===== config.mk =====
export PLATFORM = sky130hd
export DESIGN_NAME = noise_gate_with_hold_core
export DESIGN_NICKNAME = d
export VERILOG_FILES = /design/src/hdl/ngh_pkg.sv /design/src/hdl/ngh_csr.sv /design/src/hdl/noise_gate_with_hold_core.sv
export SDC_FILE = /design/constraint.sdc
export NUM_CORES = 2
export LEC_CHECK = 0
export BUFFER_PORTS_ARGS = -buffer_cell sky130_fd_sc_hd__buf_2
export CORE_UTILIZATION = 50
export DETAILED_ROUTE_END_ITERATION = 12
export GPL_TIMING_DRIVEN = 0
export PLACE_DENSITY = 0.66
export SLEW_MARGIN = 20
export SYNTH_ARGS = -nofsm -noshare
export SYNTH_HDL_FRONTEND = slang
export SYNTH_SLANG_ARGS = --single-unit

===== constraint.sdc =====
create_clock -name clock -period 13 [get_ports clock]
set_input_delay 1.3 -clock clock [delete_from_list [all_inputs] [get_ports clock]]
set_output_delay 1.3 -clock clock [all_outputs]
set_load 0.005 [all_outputs]

===== src/hdl/ngh_pkg.sv =====
// Shared types and constants for the noise gate with hold.
`default_nettype none

package ngh_pkg;

   localparam int SAMPLE_WIDTH    = 24;
   localparam int GAIN_WIDTH      = 25;
   localparam int GAIN_FRAC_BITS  = 24;
   localparam int THRESH_WIDTH    = 24;
   localparam int COEFF_WIDTH     = 24;
   localparam int HOLD_REG_WIDTH  = 20;
   localparam int CSR_INDEX_WIDTH = 3;
   localparam int CSR_DATA_WIDTH  = 25;

   localparam logic [GAIN_WIDTH-1:0] GAIN_UNITY = GAIN_WIDTH'(1) << GAIN_FRAC_BITS;

   // register indexes
   localparam logic [CSR_INDEX_WIDTH-1:0] CSR_THRESHOLD = 3'd0;
   localparam logic [CSR_INDEX_WIDTH-1:0] CSR_ATTACK    = 3'd1;
   localparam logic [CSR_INDEX_WIDTH-1:0] CSR_RELEASE   = 3'd2;
   localparam logic [CSR_INDEX_WIDTH-1:0] CSR_HOLD      = 3'd3;
   localparam logic [CSR_INDEX_WIDTH-1:0] CSR_FLOOR     = 3'd4;

   // register reset values
   localparam logic [THRESH_WIDTH-1:0]   THRESHOLD_RST = 24'd84;
   localparam logic [COEFF_WIDTH-1:0]    ATTACK_RST    = 24'd16398454;
   localparam logic [COEFF_WIDTH-1:0]    RELEASE_RST   = 24'd16773412;
   localparam logic [HOLD_REG_WIDTH-1:0] HOLD_RST      = 20'd2205;
   localparam logic [GAIN_WIDTH-1:0]     FLOOR_RST     = 25'd2;

   typedef struct packed {
      logic signed [SAMPLE_WIDTH-1:0] sample_in;
      logic                           block_start;
   } req_type;

   typedef struct packed {
      logic signed [SAMPLE_WIDTH-1:0] sample_out;
      logic [GAIN_WIDTH-1:0]          gain_now;
      logic                           gate_open;
   } rsp_type;

   // register contents as seen by the datapath
   typedef struct packed {
      logic [THRESH_WIDTH-1:0]   threshold_level;
      logic [COEFF_WIDTH-1:0]    attack_coeff;
      logic [COEFF_WIDTH-1:0]    release_coeff;
      logic [HOLD_REG_WIDTH-1:0] hold_samples;
      logic [GAIN_WIDTH-1:0]     floor_gain;   // range floor saturated to unity
   } cfg_type;

endpackage

`default_nettype wire


===== src/hdl/ngh_csr.sv =====
// Configuration register file of the noise gate with hold.
`default_nettype none

module ngh_csr (
   input  wire logic                                clock,
   input  wire logic                                reset,
   input  wire logic                                csr_we,
   input  wire logic [ngh_pkg::CSR_INDEX_WIDTH-1:0] csr_index,
   input  wire logic [ngh_pkg::CSR_DATA_WIDTH-1:0]  csr_wdata,
   output ngh_pkg::cfg_type                         cfg
);
   import ngh_pkg::*;

   logic [THRESH_WIDTH-1:0]   threshold_ff, threshold_in;
   logic [COEFF_WIDTH-1:0]    attack_ff, attack_in;
   logic [COEFF_WIDTH-1:0]    release_ff, release_in;
   logic [HOLD_REG_WIDTH-1:0] hold_ff, hold_in;
   logic [GAIN_WIDTH-1:0]     floor_ff, floor_in;

   always_comb begin
      threshold_in = threshold_ff;
      attack_in    = attack_ff;
      release_in   = release_ff;
      hold_in      = hold_ff;
      floor_in     = floor_ff;
      if (csr_we) begin
         case (csr_index)
            CSR_THRESHOLD: threshold_in = csr_wdata[THRESH_WIDTH-1:0];
            CSR_ATTACK:    attack_in    = csr_wdata[COEFF_WIDTH-1:0];
            CSR_RELEASE:   release_in   = csr_wdata[COEFF_WIDTH-1:0];
            CSR_HOLD:      hold_in      = csr_wdata[HOLD_REG_WIDTH-1:0];
            CSR_FLOOR:     floor_in     = csr_wdata[GAIN_WIDTH-1:0];
            default:       ; // unmapped index, write dropped
         endcase
      end
   end

   always_ff @(posedge clock) begin
      if (reset) begin
         threshold_ff <= THRESHOLD_RST;
         attack_ff    <= ATTACK_RST;
         release_ff   <= RELEASE_RST;
         hold_ff      <= HOLD_RST;
         floor_ff     <= FLOOR_RST;
      end else begin
         threshold_ff <= threshold_in;
         attack_ff    <= attack_in;
         release_ff   <= release_in;
         hold_ff      <= hold_in;
         floor_ff     <= floor_in;
      end
   end

   always_comb begin
      cfg.threshold_level = threshold_ff;
      cfg.attack_coeff    = attack_ff;
      cfg.release_coeff   = release_ff;
      cfg.hold_samples    = hold_ff;
      cfg.floor_gain      = (floor_ff > GAIN_UNITY) ? GAIN_UNITY : floor_ff;
   end

endmodule

`default_nettype wire


===== src/hdl/noise_gate_with_hold_core.sv =====
// Top level of the noise gate with hold: sequencer, shared multiplier, gain state.
// A taken req_ beat passes through ST_STEP, ST_GAIN and ST_SCALE; its result is registered
// on rsp_ as ST_SCALE is left, and ST_SCALE waits while the output register is blocked. One
// shared 25x25 multiplier is used twice per sample (smoothing step, then sample scaling)
// under a 4-state sequencer. A new sample is taken in the cycle the previous result is written out.
// Reset (synchronous): gain to unity, hold counter to zero, registers to defaults.
`default_nettype none

module noise_gate_with_hold_core #(
   parameter int COEFF_FRAC_BITS = 24,
   parameter int HOLD_WIDTH      = 20
) (
   input  wire logic                                clock,
   input  wire logic                                reset,
   input  wire logic                                req_valid,
   output logic                                     req_stall,
   input  wire ngh_pkg::req_type                    req_data,
   output logic                                     rsp_valid,
   input  wire logic                                rsp_stall,
   output ngh_pkg::rsp_type                         rsp_data,
   input  wire logic                                csr_we,
   input  wire logic [ngh_pkg::CSR_INDEX_WIDTH-1:0] csr_index,
   input  wire logic [ngh_pkg::CSR_DATA_WIDTH-1:0]  csr_wdata
);
   import ngh_pkg::*;

   localparam int PROD_WIDTH = 2 * GAIN_WIDTH;
   localparam int SUM_WIDTH  = PROD_WIDTH + 2;

   // one-hot sequencer
   typedef enum logic [3:0] {
      ST_IDLE  = 4'b0001,   // waiting for a sample
      ST_STEP  = 4'b0010,   // multiplier: |gain - target| * coeff
      ST_GAIN  = 4'b0100,   // apply step, clamp, update gain
      ST_SCALE = 4'b1000    // multiplier: |sample| * gain, then write out
   } state_type;

   cfg_type cfg;

   ngh_csr u_csr (
      .clock     (clock),
      .reset     (reset),
      .csr_we    (csr_we),
      .csr_index (csr_index),
      .csr_wdata (csr_wdata),
      .cfg       (cfg)
   );

   state_type                 state_ff, state_in;
   logic [GAIN_WIDTH-1:0]     gain_ff, gain_in;
   logic [HOLD_WIDTH-1:0]     hold_ff, hold_in;
   logic                      rsp_valid_ff, rsp_valid_in;
   rsp_type                   rsp_data_ff, rsp_data_in;

   // per-sample working registers (payload, no reset)
   logic [SAMPLE_WIDTH-1:0]   mag_ff, mag_in;
   logic                      neg_ff, neg_in;
   logic                      open_ff, open_in;
   logic                      rise_ff, rise_in;
   logic [GAIN_WIDTH-1:0]     target_ff, target_in;
   logic [GAIN_WIDTH-1:0]     diff_ff, diff_in;
   logic [PROD_WIDTH-1:0]     prod_ff, prod_in;

   logic                      out_free;
   logic                      req_take;
   logic                      finishing;

   // ---------------------------------------------------------------
   // Handshake. The output register frees the sequencer from rsp_stall
   // except when a finished result has nowhere to go.
   // ---------------------------------------------------------------
   assign out_free  = !rsp_valid_ff || !rsp_stall;
   assign finishing = (state_ff == ST_SCALE) && out_free;
   assign req_stall = !((state_ff == ST_IDLE) || finishing);
   assign req_take  = req_valid && !req_stall;

   // ---------------------------------------------------------------
   // Sample intake: magnitude, gate decision, hold counter, target and
   // the smoothing direction. Both candidate targets (unity and floor)
   // are compared against the kept gain in parallel with the threshold test.
   // ---------------------------------------------------------------
   logic [SAMPLE_WIDTH-1:0]   raw;
   logic [SAMPLE_WIDTH-1:0]   mag;
   logic                      above;
   logic [HOLD_WIDTH-1:0]     hold_base;
   logic                      rise_unity;
   logic [GAIN_WIDTH-1:0]     diff_unity;
   logic                      rise_floor;
   logic [GAIN_WIDTH-1:0]     diff_floor;

   always_comb begin
      raw   = req_data.sample_in;
      // most negative sample maps to 2^(SAMPLE_WIDTH-1), still fits unsigned
      mag   = raw[SAMPLE_WIDTH-1] ? (SAMPLE_WIDTH'(0) - raw) : raw;
      above = mag >= cfg.threshold_level;
      hold_base = req_data.block_start ? HOLD_WIDTH'(0) : hold_ff;

      rise_unity = gain_ff != GAIN_UNITY;
      diff_unity = GAIN_UNITY - gain_ff;
      rise_floor = gain_ff < cfg.floor_gain;
      diff_floor = rise_floor ? (cfg.floor_gain - gain_ff) : (gain_ff - cfg.floor_gain);
   end

   // ---------------------------------------------------------------
   // Shared multiplier: operands chosen by the sequencer state.
   // ---------------------------------------------------------------
   logic [GAIN_WIDTH-1:0] mul_a;
   logic [GAIN_WIDTH-1:0] mul_b;
   logic [PROD_WIDTH-1:0] mul_p;

   always_comb begin
      if (state_ff == ST_STEP) begin
         mul_a = diff_ff;
         mul_b = GAIN_WIDTH'(rise_ff ? cfg.attack_coeff : cfg.release_coeff);
      end else begin
         mul_a = GAIN_WIDTH'(mag_ff);
         mul_b = gain_ff;
      end
      mul_p = PROD_WIDTH'(mul_a) * PROD_WIDTH'(mul_b);
   end

   // ---------------------------------------------------------------
   // Gain update: step truncated toward the target, then clamp to
   // [floor, unity].
   // ---------------------------------------------------------------
   logic [PROD_WIDTH-1:0]       step;
   logic signed [SUM_WIDTH-1:0] tgt_s;
   logic signed [SUM_WIDTH-1:0] step_s;
   logic signed [SUM_WIDTH-1:0] sum_s;
   logic signed [SUM_WIDTH-1:0] unity_s;
   logic signed [SUM_WIDTH-1:0] floor_s;
   logic [GAIN_WIDTH-1:0]       gain_clamped;

   always_comb begin
      step    = prod_ff >> COEFF_FRAC_BITS;
      tgt_s   = $signed(SUM_WIDTH'(target_ff));
      step_s  = $signed(SUM_WIDTH'(step));
      unity_s = $signed(SUM_WIDTH'(GAIN_UNITY));
      floor_s = $signed(SUM_WIDTH'(cfg.floor_gain));
      sum_s   = rise_ff ? (tgt_s - step_s) : (tgt_s + step_s);
      if (sum_s > unity_s) begin
         gain_clamped = GAIN_UNITY;
      end else if (sum_s < floor_s) begin
         gain_clamped = cfg.floor_gain;
      end else begin
         gain_clamped = sum_s[GAIN_WIDTH-1:0];
      end
   end

   // ---------------------------------------------------------------
   // Output scaling: product >> 24 truncates the magnitude, sign restored
   // afterwards, so the result rounds toward zero. Taken straight off the
   // multiplier while in ST_SCALE.
   // ---------------------------------------------------------------
   logic [SAMPLE_WIDTH-1:0] scaled;
   logic [SAMPLE_WIDTH-1:0] signed_out;

   always_comb begin
      scaled     = mul_p[GAIN_FRAC_BITS +: SAMPLE_WIDTH];
      signed_out = neg_ff ? (SAMPLE_WIDTH'(0) - scaled) : scaled;
   end

   // ---------------------------------------------------------------
   // Sequencer and next-state values
   // ---------------------------------------------------------------
   always_comb begin
      state_in     = state_ff;
      gain_in      = gain_ff;
      hold_in      = hold_ff;
      rsp_valid_in = rsp_valid_ff && rsp_stall;
      rsp_data_in  = rsp_data_ff;
      mag_in       = mag_ff;
      neg_in       = neg_ff;
      open_in      = open_ff;
      rise_in      = rise_ff;
      target_in    = target_ff;
      diff_in      = diff_ff;
      prod_in      = prod_ff;

      case (state_ff)
         ST_IDLE: begin
         end
         ST_STEP: begin
            prod_in  = mul_p;
            state_in = ST_GAIN;
         end
         ST_GAIN: begin
            gain_in  = gain_clamped;
            state_in = ST_SCALE;
         end
         ST_SCALE: begin
            if (out_free) begin
               rsp_valid_in           = 1'b1;
               rsp_data_in.sample_out = $signed(signed_out);
               rsp_data_in.gain_now   = gain_ff;
               rsp_data_in.gate_open  = open_ff;
               state_in               = ST_IDLE;
            end
         end
         default: begin
            state_in = ST_IDLE;
         end
      endcase

      // a blocked result keeps mag_ff and gain_ff, so the scaled value
      // stays the same each cycle it waits
      if (req_take) begin
         mag_in = mag;
         neg_in = raw[SAMPLE_WIDTH-1];
         if (above) begin
            open_in   = 1'b1;
            hold_in   = HOLD_WIDTH'(cfg.hold_samples);
            target_in = GAIN_UNITY;
            rise_in   = rise_unity;
            diff_in   = diff_unity;
         end else if (hold_base != HOLD_WIDTH'(0)) begin
            open_in   = 1'b1;
            hold_in   = hold_base - HOLD_WIDTH'(1);
            target_in = GAIN_UNITY;
            rise_in   = rise_unity;
            diff_in   = diff_unity;
         end else begin
            open_in   = 1'b0;
            hold_in   = hold_base;
            target_in = cfg.floor_gain;
            rise_in   = rise_floor;
            diff_in   = diff_floor;
         end
         state_in = ST_STEP;
      end
   end

   always_ff @(posedge clock) begin
      if (reset) begin
         state_ff     <= ST_IDLE;
         gain_ff      <= GAIN_UNITY;
         hold_ff      <= '0;
         rsp_valid_ff <= 1'b0;
      end else begin
         state_ff     <= state_in;
         gain_ff      <= gain_in;
         hold_ff      <= hold_in;
         rsp_valid_ff <= rsp_valid_in;
      end
   end

   always_ff @(posedge clock) begin
      rsp_data_ff <= rsp_data_in;
      mag_ff      <= mag_in;
      neg_ff      <= neg_in;
      open_ff     <= open_in;
      rise_ff     <= rise_in;
      target_ff   <= target_in;
      diff_ff     <= diff_in;
      prod_ff     <= prod_in;
   end

   assign rsp_valid = rsp_valid_ff;
   assign rsp_data  = rsp_data_ff;

endmodule

`default_nettype wire


# After elaboration in Yosys (flattened, before gate mapping)
# Index checks and enable logic that the tools add are counted.
# word_totals
word_cells	90
out_inout_bits	52
n_memories	0
reg_bits	344
latch_bits	0
ramBits	0
romBits	0
# classes
div	0
mux	23
magnitude_cmp	5
reduce_logical	20
n_eq_ne	12
add_sub_neg	8
shift	0
n_mul	1
bitwise_logic	1
# op_table
cell	count
$mux 25	8
$mux 24	3
$mux 20	3
$gt 52x26->1 const B	1
$lt 52x26->1	1
$mux 52	1
$mul 25x25->50	1
$sub 25x25->25	2
$sub 1x24->24 const A	2
$add 25x26->27	1
$sub 25x26->27	1
$gt 25x25->1 const B	1
$lt 25x25->1	1
$ne 25x25->1 const B	1
$sub 25x25->25 const A	1
$ge 24x24->1	1
$reduce_bool 20->1	1
$sub 20x1->20 const B	1
$pmux 4 s4	1
$reduce_and 2->1	8
$eq 3x2->1 const B	2
$mux 1	5
$eq 4x1->1 const B	1
$eq 4x2->1 const B	1
other kinds (14)	21

# Depth between registers and ports, before layout
# logic_depth
ltp_word	7
mapped_depth	38
ltp_nobuf	33

# Cells and area by module
# Synthesis repeated with hierarchy kept, for this count alone.
# unflattened
cells_unflattened	4708
area_unflattened_um2	39990.9
# by_module_without_submodules
module	seq_area_each_um2	area_per_inst_um2	cells_per_inst	n_inst
noise_gate_with_hold_core	5595.4	35617.9	4163	1
ngh_csr	2342.2	4372.9	545	1

# Least setup slack after synthesis
# No wires, ideal clock.
# synth_path
path_kind	register to register
from	reg rise_ff
to	reg rsp_data_ff, in the netlist rsp_data[49], data pin
path_slack_ns	2.454
path_stages_with_launch	35
setup_time_ns	0.262
period_less_slack_ns	10.546
required_time_ns	12.738
t_arrival_ns	10.284
path_cell_list	edfxtp_1 clkbuf_1 clkbuf_1 buf_1 buf_1 clkbuf_1 mux2i_1 a21o_1 clkbuf_1 clkbuf_1 nor2_1 fa_1 fa_1 inv_1 fa_1 fa_1 inv_1 fa_1 fa_1 inv_1 fa_1 inv_1 ha_1 nand2_1 or3_1 a2111o_1 a2111oi_0 nor3_2 xnor2_1 nor4_1 or4b_4 or3_4 or2_4 o31ai_2 xnor2_1
# synth_between
elab_chain_len	5
# synth_lines
item	line_no	text
start: declaration	noise_gate_with_hold_core.sv:59	logic rise_ff, rise_in;
start signal: assignment	noise_gate_with_hold_core.sv:252	rise_ff <= rise_in;
$mux 24	noise_gate_with_hold_core.sv:114	mul_b = GAIN_WIDTH'(rise_ff ? cfg.attack_coeff : cfg.release_coeff);
$mux 25	noise_gate_with_hold_core.sv:112	if (state_ff == ST_STEP) begin
$mul 25x25->50	noise_gate_with_hold_core.sv:119	mul_p = PROD_WIDTH'(mul_a) * PROD_WIDTH'(mul_b);
via mul_p[37]	noise_gate_with_hold_core.sv:109	logic [PROD_WIDTH-1:0] mul_p;
$sub 1x24->24	noise_gate_with_hold_core.sv:160	signed_out = neg_ff ? (SAMPLE_WIDTH'(0) - scaled) : scaled;
$mux 24	noise_gate_with_hold_core.sv:160	
via signed_out[23]	noise_gate_with_hold_core.sv:156	logic [SAMPLE_WIDTH-1:0] signed_out;
end signal: assignment	noise_gate_with_hold_core.sv:248	rsp_data_ff <= rsp_data_in;
end: declaration	noise_gate_with_hold_core.sv:53	rsp_type rsp_data_ff, rsp_data_in;
# The timed path passes the listed nets, and every way through them passes these cells.
# A chain may end at the register's enable or synchronous reset.

# Worst setup path after layout
# layout_path
from	reg rise_ff
to	reg rsp_data_ff, in the netlist rsp_data[47], data pin
# The elaborated chain is that of the path after synthesis.

==> impl_metrics.yaml <==
finish:
  seq_area_sq_um: 7938
  drive_gt1_share_pct: 5.308
  fillers: 7664
  nets: 5885
  final_cells: 6054
  area_growth_pct: 8.243
  utilization_pct: 54.55
  multiInputGateArea_sq_um: 28930
power:
  power.leakage_uw: 0.02009
  seqPwrFrac_pct: 30.5
  swShare_pct: 40.71
  p_per_area_nw_per_um2: 87.67
  p_int_uw: 2280
  p_sw_uw: 1566
  clockPowerShare_pct: 27.7
  power_frac_comb_pct: 41.9
  vdd_drop_max_v: 0.00009120
worst_setup_path:
  crit_path_max_incr_delay_ns: 0.77
  startpoint_type: "register"
  crit_type: "reg -> reg"
  end_kind: "register"
  cp_max_fo: 19
  crit_top_cell: "fa_1"
  cp_slowest_cell: "clkbuf_1"
  cp.arrival_ns: 12.91
  worst_ep_required_time_ns: 13.27
synth:
  synth_xor_area_share_pct: 2.809
  async_flop_share_pct: 0
  syn-num-nets: 5733
  synth_top_family_by_area: "adder cells"
  synth_edf_count: 153
  synth.cell_area_sq_um: 40530
  synth_adder_area_share_pct: 36.44
  yosys.area_share.simple_pct: 18.19
  yosysWarnings: 0
  synthFlopType: "dfxtp_1"
  postSynthCellCount: 4812
  synth_compound_area_share_pct: 11.49
  synth-seq-cells: 320
  ys_seq_area_share_pct: 19.59
  syn_avg_cell_area_sq_um: 8.422
  synth_cell_type_count: 90
  muxShareOfSynthArea_pct: 2.220
route:
  avgViaCountPerCell: 5.798
  vias: 35100
  wl_met1_um: 59380
  highest_layer: "met4"
  drc: 0
  routed_wl_um: 144100
  drt-initial-drc-count: 3638
  drt-pass1-iter-count: 6
  routedWlPerCell_um: 23.79
  route.met2.wl_um: 64060
  wl_met3_um: 13280
  ant_nets: 0
floorplan:
  num_rows: 104
  fp.dieH_um: 286.7
  boundaryPins: 110
  die_w_um: 286.7
  core_sq_um: 80420
  start_util_pct: 50.40
  dieArea_sq_um: 82200
outcome:
  status: "completed"
cts:
  tritoncts: "done"
  clock_latency_ns: 0.58
  htreeDepth: 2
  clk_path_buf_depth: 3
  cts_buffers: 37
  cts.sinks: 320
  path_clk_slew_ns: 0.07
  hold_buffers: 0
  clockRootBuffer: "clkbuf_16"
timing:
  hold_viol: 0
  timing.final.crit_period_ns: 12.64
  finalCritPeriodShare_pct: 97.24
  setup_viol: 0
  worst_pin_slew_ns: 1.228
  rsz0062_at_grt: "no"
  fmax_ghz: 0.07911
  layout_setup_ws_ns: 0.3587
  whs_ns: 0.4214
  slew_viol_final: 0
  fin_skew_ns: 0.02412
  slew_headroom_pct: 18.13
grt:
  antenna_found_initial: 5
  grt_pass1_vias: 34550
  grtUsageTotal_pct: 35.20
  grt_start_max_net_pins: 33
  gr-total-overflow: 0
  grt_pass1_wl_um: 214800
place:
  dp.cells: 5988
  gp_congestion: 1.032
  place_ws_ns: -1.489
  io_buffers: 108
  dp_hpwl_um: 118900
job:
  maxCapViolCount: 0
min_path:
  hp-class: "reg -> reg"
[critical path, delay by kind of cell (launching register included)]
| family | cells | cell delay (ns) |
|---|---|---|
| and+or+nand+nor | 6 | 2.11 |
| adders and majority gates | 8 | 4.17 |
| muxes | 1 | 0.55 |
| xor gates and xnor gates | 2 | 0.54 |
| DFF | 1 | 0.36 |
| AOI/OAI and AO/OA | 6 | 1.57 |
| buffers and inverters | 9 | 3.00 |
[per-stage QoR]
stage               TNS, ns  cell area (sq um)  power, uW
floorplan                 0              40530       2190
global placement     -16.48              42390       2741
detailed placement   -13.95              42580       2756
CTS                       0              43850       3827
global route              0              43860       4034
finish                    0              43870       3846
[worst paths after layout]
check        startpoint            to  cells past startpoint  slack (ns)
max             rise_ff  rsp_data[47]                     32        0.36
min             open_ff   rsp_data[0]                      0        0.42
max reg2reg     rise_ff  rsp_data[47]                     32        0.36
min reg2reg     open_ff   rsp_data[0]                      0        0.42
[metal layers]
layer  global-route usage [%]  vias to the layer above
met3                    6.169                      352
met1                    47.95                    17290
met4                    15.71                        0
met5                        0                        -
met2                    54.81                     1648
li1                         -                    15820
[cell families after synthesis]
kind of cell / after synthesis
AOI/OAI and AO/OA: 752
xor gates and xnor gates: 130
adders and majority gates: 863
buffers and inverters: 991
DFF: 320
muxes: 89
other: 1
and+or+nand+nor: 1666
[cell usage in the layout (no fill, tap or decap), drive strengths merged, types with 28 or more instances in the layout]
cell type / synthesis / routed
nand2: 771 / 771
edfxtp: 153 / 153
mux2i: 82 / 82
xnor2: 108 / 108
ha: 334 / 334
nor2b: 30 / 30
a21o: 81 / 81
a21oi: 281 / 281
inv: 753 / 755
and2: 47 / 47
nand3: 37 / 37
nor4: 30 / 30
nand2b: 30 / 30
clkbuf: 221 / 268
nor2: 481 / 481
buf: 14 / 130
a211oi: 32 / 32
and3: 31 / 31
o21ai: 159 / 159
nor3: 52 / 52
nand3b: 43 / 43
dfxtp: 167 / 167
fa: 529 / 529
a31oi: 28 / 28
[area by class of cell]
type | instances | area share, %
diodes | 2 | 0.01141
plain buffers | 232 | 2.068
clock buffers | 50 | 2.387
clock inverters | 17 | 0.3936
inverters | 756 | 6.497
multi-input cells | 3501 | 65.96
flip-flops and latches | 320 | 18.09
well taps | 1060 | 3.023
repair buffers | 116 | 1.569
[timing repair]
| item | CTS | global route |
|---|---|---|
| endpoints found under the setup margin | 24 | 5 |
| resized for setup | 20 | 9 |
| buffers inserted | 0 | 0 |
[state kept, by name (all words and copies together), names as in the netlist]
register            cells
diff_ff                25
gain_ff                25
hold_ff                20
mag_ff                 24
neg_ff                  1
open_ff                 1
prod_ff                26
rise_ff                 1
rsp_data               50
rsp_valid               1
state_ff                4
target_ff              25
u_csr.attack_ff        24
u_csr.floor_ff         25
u_csr.hold_ff          20
u_csr.release_ff       24
u_csr.threshold_ff     24
[synthesized netlist by cell type (10+ instances only)]
master,count,area [sq um]
xnor2_1,108,945.9
o21bai_1,21,157.7
fa_1,529,10590
and2_1,47,294.0
or3_1,17,106.4
a31oi_1,28,175.2
clkbuf_1,221,829.6
and3_1,31,193.9
nand2_1,771,2894
o31ai_1,21,157.7
o211ai_1,20,150.1
nand3_1,37,185.2
nor2b_1,30,187.7
a211oi_1,32,240.2
or2_2,26,162.7
edfxtp_1,153,4594
ha_1,334,4179
o21ai_0,151,755.7
dfxtp_1,167,3343
a21o_1,81,608.1
nor2_1,481,1805
nor4_1,29,181.4
o21a_1,12,90.09
or4_1,11,82.58
nand2b_1,30,187.7
nand4_1,21,131.4
nor3_1,51,255.2
inv_1,752,2823
nor4b_1,10,87.58
nand3b_1,43,322.8
xor2_1,22,192.7
mux2i_1,82,820.8
a21oi_1,280,1401
[power groups by stage]
stage | clock network, uW | registers [uW] | logic (uW)
2_1_floorplan | 0 | 1170 | 1020
3_3_place_gp | 0 | 1190 | 1550
3_5_place_dp | 0 | 1190 | 1560
4_1_cts | 1080 | 1170 | 1580
5_1_grt | 1110 | 1170 | 1750
6_report | 1060 | 1170 | 1610
Note: power is estimated with default switching activity, not from simulation.
